<file path="config.mk">
export PLATFORM = sky130hd
export DESIGN_NAME = chunky_to_planar_span_packer_flat
export DESIGN_NICKNAME = d
export VERILOG_FILES = /design/src/hw/rtl/c2p_pkg.sv /design/src/hw/rtl/c2p_pix_if.sv /design/src/hw/rtl/c2p_plane_if.sv /design/src/hw/rtl/chunky_to_planar_span_packer.sv /design/src/flat_wrapper.sv
export SDC_FILE = /design/constraint.sdc
export NUM_CORES = 1
export LEC_CHECK = 0
export ABC_CLOCK_PERIOD_IN_PS = 10450
export BUFFER_PORTS_ARGS = -buffer_cell sky130_fd_sc_hd__buf_4
export CAP_MARGIN = 20
export CORE_ASPECT_RATIO = 0.9
export CORE_MARGIN = 5
export CORE_UTILIZATION = 55
export CTS_CLUSTER_DIAMETER = 80
export DETAILED_ROUTE_END_ITERATION = 6
export GPL_ROUTABILITY_DRIVEN = 1
export MAX_ROUTING_LAYER = met4
export PLACE_DENSITY_LB_ADDON = 0.08
export SYNTH_ARGS = -nofsm -noshare
export SYNTH_HDL_FRONTEND = slang
export SYNTH_SLANG_ARGS = --single-unit
</file>
<file path="constraint.sdc">
create_clock -name clk -period 10.45 [get_ports clk]
set_input_delay 2.09 -clock clk [delete_from_list [all_inputs] [get_ports clk]]
set_output_delay 2.09 -clock clk [all_outputs]
set_load 0.005 [all_outputs]
</file>
<file path="src/hw/rtl/c2p_pkg.sv">
// ----------------------------------------------------------------------------
// c2p_pkg
// Types shared by the chunky-to-planar span packer and its word interfaces.
// ----------------------------------------------------------------------------
package c2p_pkg;

	localparam int unsigned PLANES = 4;

	typedef struct packed {
		logic [7:0] pixel;
		logic       first;
		logic       last;
		logic [9:0] start_x;
		logic [8:0] row_y;
	} pix_word_t;

	typedef struct packed {
		logic [15:0] byte_offset;
		logic [7:0]  plane0_byte;
		logic [7:0]  plane1_byte;
		logic [7:0]  plane2_byte;
		logic [7:0]  plane3_byte;
		logic [7:0]  write_mask;
		logic        end_of_row;
	} plane_word_t;

endpackage

</file>
<file path="src/hw/rtl/c2p_pix_if.sv">
// ----------------------------------------------------------------------------
// c2p_pix_if
// Valid/ready channel carrying one colour-index pixel word per transfer.
// ----------------------------------------------------------------------------
interface c2p_pix_if;
	import c2p_pkg::*;

	logic      valid;
	logic      ready;
	pix_word_t data;

	modport source (output valid, output data, input ready);
	modport sink (input valid, input data, output ready);
endinterface

</file>
<file path="src/hw/rtl/c2p_plane_if.sv">
// ----------------------------------------------------------------------------
// c2p_plane_if
// Valid/ready channel carrying one masked four-plane byte word per transfer.
// ----------------------------------------------------------------------------
interface c2p_plane_if;
	import c2p_pkg::*;

	logic        valid;
	logic        ready;
	plane_word_t data;

	modport source (output valid, output data, input ready);
	modport sink (input valid, input data, output ready);
endinterface

</file>
<file path="src/hw/rtl/chunky_to_planar_span_packer.sv">
// ----------------------------------------------------------------------------
// chunky_to_planar_span_packer
// Spreads colour bits 0 to 3 of a pixel span into four bit planes and emits
// one masked plane word per completed or partial destination byte.
// ----------------------------------------------------------------------------
// Output: a registered plane word appears in the cycle after its completing pixel.
// Throughput: one pixel word per cycle; a single output register holds the result,
// and the input stalls only while that register is full and not being taken.
// Reset: arst_n clears the column, row base, accumulated planes and the output
// valid flag, so pixels before any first word land from column 0 of row 0.
module chunky_to_planar_span_packer #(
	parameter int unsigned FRAME_WIDTH  = 640,
	parameter int unsigned FRAME_HEIGHT = 480
) (
	input logic        clk,
	input logic        arst_n,
	c2p_pix_if.sink    pix,
	c2p_plane_if.source wr
);
	import c2p_pkg::*;

	localparam int unsigned PITCH = (FRAME_WIDTH + 7) / 8;
	localparam int unsigned CW    = $clog2(FRAME_WIDTH + 1);
	localparam logic [CW-1:0] COL_END = CW'(FRAME_WIDTH);

	logic [CW-1:0]          col_q;
	logic [15:0]            base_q;
	logic [PLANES*8-1:0]    acc_q;
	logic [7:0]             cov_q;
	logic                   res_valid_q;
	plane_word_t            res_q;

	logic                   accept;
	logic                   drop_span;
	logic [CW-1:0]          col_eff;
	logic [CW-1:0]          col_inc;
	logic [15:0]            base_eff;
	logic [PLANES*8-1:0]    acc_eff;
	logic [7:0]             cov_eff;
	logic [7:0]             bit_sel;
	logic [PLANES*8-1:0]    acc_new;
	logic [7:0]             cov_new;
	logic                   in_frame;
	logic                   done;
	logic                   emit;
	logic [CW-1:0]          col_next;

	assign accept   = pix.valid && pix.ready;
	assign pix.ready = !res_valid_q || wr.ready;

	always_comb begin
		drop_span = (32'(pix.data.row_y) >= 32'(FRAME_HEIGHT)) ||
			(32'(pix.data.start_x) >= 32'(FRAME_WIDTH));
		if (pix.data.first) begin
			col_eff  = drop_span ? COL_END : CW'(pix.data.start_x);
			base_eff = {7'b0, pix.data.row_y} * 16'(PITCH);
			acc_eff  = '0;
			cov_eff  = '0;
		end else begin
			col_eff  = col_q;
			base_eff = base_q;
			acc_eff  = acc_q;
			cov_eff  = cov_q;
		end

		in_frame = col_eff < COL_END;
		col_inc  = col_eff + CW'(1);
		bit_sel  = 8'h80 >> col_eff[2:0];
		acc_new  = acc_eff;
		for (int i = 0; i < PLANES; i++) begin
			if (pix.data.pixel[i]) begin
				acc_new[i*8 +: 8] = acc_eff[i*8 +: 8] | bit_sel;
			end
		end
		cov_new = cov_eff | bit_sel;

		done = pix.data.last || (col_eff[2:0] == 3'd7) || (col_inc == COL_END);
		emit = in_frame && done;
		if (!in_frame) begin
			col_next = col_eff;
		end else if (pix.data.last) begin
			col_next = COL_END;
		end else begin
			col_next = col_inc;
		end
	end

	always_ff @(posedge clk or negedge arst_n) begin
		if (!arst_n) begin
			col_q       <= '0;
			base_q      <= '0;
			acc_q       <= '0;
			cov_q       <= '0;
			res_valid_q <= 1'b0;
		end else begin
			if (accept) begin
				col_q  <= col_next;
				base_q <= base_eff;
				if (!in_frame) begin
					acc_q <= acc_eff;
					cov_q <= cov_eff;
				end else if (done) begin
					acc_q <= '0;
					cov_q <= '0;
				end else begin
					acc_q <= acc_new;
					cov_q <= cov_new;
				end
			end
			if (accept && emit) begin
				res_valid_q <= 1'b1;
			end else if (wr.ready) begin
				res_valid_q <= 1'b0;
			end
		end
	end

	always_ff @(posedge clk) begin
		if (accept && emit) begin
			res_q.byte_offset <= base_eff + 16'(col_eff >> 3);
			res_q.plane0_byte <= acc_new[7:0];
			res_q.plane1_byte <= acc_new[15:8];
			res_q.plane2_byte <= acc_new[23:16];
			res_q.plane3_byte <= acc_new[31:24];
			res_q.write_mask  <= cov_new;
			res_q.end_of_row  <= pix.data.last;
		end
	end

	assign wr.valid = res_valid_q;
	assign wr.data  = res_q;

endmodule

</file>
<file path="src/flat_wrapper.sv">
// flat-port wrapper written by rule: the top's interface ports become plain ports
module chunky_to_planar_span_packer_flat import c2p_pkg::*;
#(
	parameter int unsigned FRAME_WIDTH  = 640,
	parameter int unsigned FRAME_HEIGHT = 480
)
  (clk, arst_n, pix_valid, pix_data, pix_ready, wr_valid, wr_data, wr_ready);
  c2p_pix_if pix_i ();
  c2p_plane_if wr_i ();
  input logic clk;
  input logic arst_n;
  input wire logic [$bits(pix_i.valid)-1:0] pix_valid;
  input wire logic [$bits(pix_i.data)-1:0] pix_data;
  output wire logic [$bits(pix_i.ready)-1:0] pix_ready;
  output wire logic [$bits(wr_i.valid)-1:0] wr_valid;
  output wire logic [$bits(wr_i.data)-1:0] wr_data;
  input wire logic [$bits(wr_i.ready)-1:0] wr_ready;
  assign pix_i.valid = pix_valid;
  assign pix_i.data = pix_data;
  assign pix_ready = pix_i.ready;
  assign wr_valid = wr_i.valid;
  assign wr_data = wr_i.data;
  assign wr_i.ready = wr_ready;
  chunky_to_planar_span_packer #(.FRAME_WIDTH(FRAME_WIDTH), .FRAME_HEIGHT(FRAME_HEIGHT)) u_core (.clk(clk), .arst_n(arst_n), .pix(pix_i), .wr(wr_i));
endmodule
</file>
==> flow_metrics.py <==
metrics = {
    "run_status": {
        "run_status": "complete, no violations",
    },
    "timing": {
        "max_slew_margin_pct": 30.4,
        "fin_skew_ns": 0.00859,
        "final-setup-viol-count": 0,
        "post-route-period-util_pct": 55.2,
        "finalSetupTns_ns": 0,
        "period_needed_ns": 5.77,
        "fmaxAchievable_mhz": 173,
        "rsz0062_at_grt": "no",
        "finalHoldViolCount": 0,
        "maxSlewViolCount": 0,
        "setup_ws_ns": 4.68,
        "worst_pin_slew_ns": 1.04,
        "hold_ws_ns": 0.476,
    },
    "floorplanning": {
        "rows": 38,
        "core_mm2": 0.0120,
        "start_util_pct": 55.8,
        "io-pin-count": 92,
        "die-area_mm2": 0.0145,
        "die_w_um": 126,
        "fp.dieH_um": 115,
    },
    "yosys": {
        "synth_fp_nets": 667,
        "syn_inst": 605,
        "synth-seq-area-share_pct": 50.7,
        "yosysUniqueCellTypes": 65,
        "syn_avg_cell_area_um2": 11.0,
        "yosysWarningCount": 0,
        "synth_edf_count": 57,
        "synth-seq-cells": 124,
        "synthesis.area_mm2": 0.00668,
        "ys.flop_type": "dfrtp_1",
        "ys_async_sr_fraction_pct": 54.0,
    },
    "cells_and_area": {
        "stdcell_count": 858,
        "nFillCells": 956,
        "layout_commonest_cell": "inv_1",
        "multi_input_area_mm2": 0.00274,
        "layout_common_cells": "inv_1 (95), buf_4 (92), dfrtp_1 (67), edfxtp_1 (57), nand2_1 (40)",
        "design.final.nets": 747,
        "area_growth_syn_to_layout_pct": 18.9,
        "drive_above_1_share_pct": 25.9,
        "fin_area_mm2": 0.00795,
        "diodes": 0,
        "regArea_mm2": 0.00339,
    },
    "drt": {
        "detailroute.via_count": 4860,
        "ant_nets": 0,
        "wl_met2_um": 7440,
        "wl_met1_um": 6700,
        "firstDrtPassIters": 5,
        "wire_per_inst_um": 17.7,
        "route.met3.wl_um": 893,
        "drt_first_iter_violations": 472,
        "drt_wl_total_um": 15200,
        "top_layer_used": "met4",
        "post_drt_via_cell_ratio": 5.66,
        "drc": 0,
    },
    "clock_network": {
        "tritoncts": "done",
        "hold_buffers": 0,
        "cts_setup_buffers": 0,
        "cts.clk_slew.worst_paths_ns": 0.05,
        "cts_max_level": 4,
        "clock_sinks": 124,
        "cts_buffers": 17,
        "clock_path_buffers": 2,
        "clock_latency_ns": 0.42,
        "cts_resized": 0,
        "cts-root-buf": "clkbuf_16",
    },
    "global_route": {
        "grt_pass1_vias": 4917,
        "antenna_found_initial": 0,
        "grt_pass1_wl_um": 24700,
        "grt_usage_pct": 22.4,
        "grt_max_degree": 68,
        "grt-ovfl-total": 0,
    },
    "place": {
        "gp_congestion": 0.857,
        "dpl.hpwl_um": 10300,
        "placed_cell_area_mm2": 0.00737,
        "detailedPlace.worstSlack_ns": 4.30,
        "portBuffers": 87,
        "dp.cells": 826,
    },
    "setup_path": {
        "cp.arrival_ns": 6.01,
        "cp-start-kind": "input pin",
        "reg2reg_depth": 11,
        "rrSetupSlack_ns": 6.90,
        "critPathMaxFanout": 52,
        "end_kind": "flop",
        "worst_r2r_endpoint": "u_core.acc_q[3]$_DFFE_PN0P_",
        "worstReg2RegStart": "u_core.col_q[0]$_DFFE_PN0P_",
        "cp.required_ns": 10.69,
        "crit_type": "input pin to flop",
    },
    "min_path": {
        "hold-path-cell-count": 2,
        "whs_endpoint": "u_core.base_q[15]$_DFFE_PN0P_",
        "min_path_type": "flop to flop",
        "hp-start": "u_core.base_q[15]$_DFFE_PN0P_",
    },
    "job": {
        "drv_cap": 0,
    },
    "power": {
        "leakagePower_uw": 0.00356,
        "irDropWorstVdd_v": 0.000123,
        "powerDensity_mw_per_mm2": 183,
    },
}
-- synthesized netlist by cell type, drive strengths merged, types with 3 or more instances --
library cell | number | area (µm²)
inv | 96 | 360
dfrtp | 67 | 1680
edfxtp | 57 | 1710
nand2 | 40 | 150
o22ai | 36 | 413
o21ai | 29 | 156
ha | 27 | 338
a21oi | 22 | 114
a22oi | 21 | 158
nand3 | 19 | 105
a21boi | 17 | 128
clkbuf | 16 | 60.1
xnor2 | 16 | 155
buf | 15 | 144
nor2 | 15 | 56.3
nor2b | 12 | 75.1
mux2 | 11 | 124
nor3 | 11 | 55.1
and2 | 7 | 43.8
xor2 | 7 | 61.3
a21o | 5 | 37.5
nand4 | 5 | 37.5
a2bb2oi | 4 | 35.0
a31o | 4 | 35.0
nor3b | 4 | 30.0
o31ai | 4 | 30.0
a32oi | 3 | 41.3
mux2i | 3 | 30.0
nand2b | 3 | 18.8
-- report_power, final --
group,switching (µW),internal (µW)
clock network,204,367
registers,25.9,572
logic,165,120
total,395,1060
-- flip-flops by register name, indices dropped and copies added, names as in the netlist --
register	cells
u_core.wr.valid	1
u_core.base_q	16
u_core.cov_q	8
u_core.col_q	10
u_core.wr.data	57
u_core.acc_q	32
-- layer usage --
layer	vias to the layer above	track usage (%)
li1	2297	-
met1	2399	28.2
met2	150	36.1
met3	14	5.64
met4	0	6.86
met5	-	-
-- worst max-delay path, stage by stage --
cell and delay [ns]:
buf_4 0.26, inv_2 0.74, o2bb2ai_1 0.27, ha_1 0.35
and4_1 0.25, a32oi_2 0.13, a21o_1 0.23, nor2_1 0.14
xnor2_1 0.13, nor4_2 0.26, o41a_2 0.89, o22ai_1 0.21
-- kinds of logic (layout without fill, tap and decap cells) --
logic type | after synthesis | count (layout) | synth area share (%)
XOR/XNOR | 23 | 23 | 3.24
AND/OR/NAND/NOR | 126 | 126 | 9.90
multiplexers | 14 | 14 | 2.30
AO/OA/AOI/OAI | 162 | 162 | 19.8
flip-flops | 124 | 124 | 50.7
buffers and inverters | 127 | 220 | 8.44
adder cells (fa/ha/maj) | 29 | 29 | 5.65
-- per-stage QoR --
step | util, % | power [µW]
floorplan | - | 801
global placement | 61.5 | 877
detailed placement | 61.5 | 890
CTS | 66.3 | 1460
global route | 66.3 | 1520
finish | 66.3 | 1450
-- worst max-delay path by stage --
stage / startpoint / slack, ns / to / cells past startpoint
2_1_floorplan: pix_data[20] / 1.50 / u_core.wr.data[0]$_DFFE_PP_ / 15
3_3_place_gp: pix_data[20] / 4.39 / u_core.acc_q[5]$_DFFE_PN0P_ / 12
3_5_place_dp: pix_data[20] / 4.30 / u_core.acc_q[1]$_DFFE_PN0P_ / 12
4_1_cts: pix_data[20] / 4.74 / u_core.acc_q[1]$_DFFE_PN0P_ / 12
5_1_grt: pix_data[20] / 4.41 / u_core.acc_q[1]$_DFFE_PN0P_ / 12
6_report: pix_data[20] / 4.68 / u_core.acc_q[3]$_DFFE_PN0P_ / 12
-- layout make-up --
cell class / count / area share [%]
Multi-Input combinational cell: 354 / 34.4
Sequential cell: 124 / 42.6
Tap cell: 160 / 2.52
Inverter: 96 / 4.53
Clock inverter: 8 / 1.15
Timing Repair Buffer: 92 / 8.69
Clock buffer: 24 / 6.06
No activity file was read; power rests on OpenSTA's default activity.
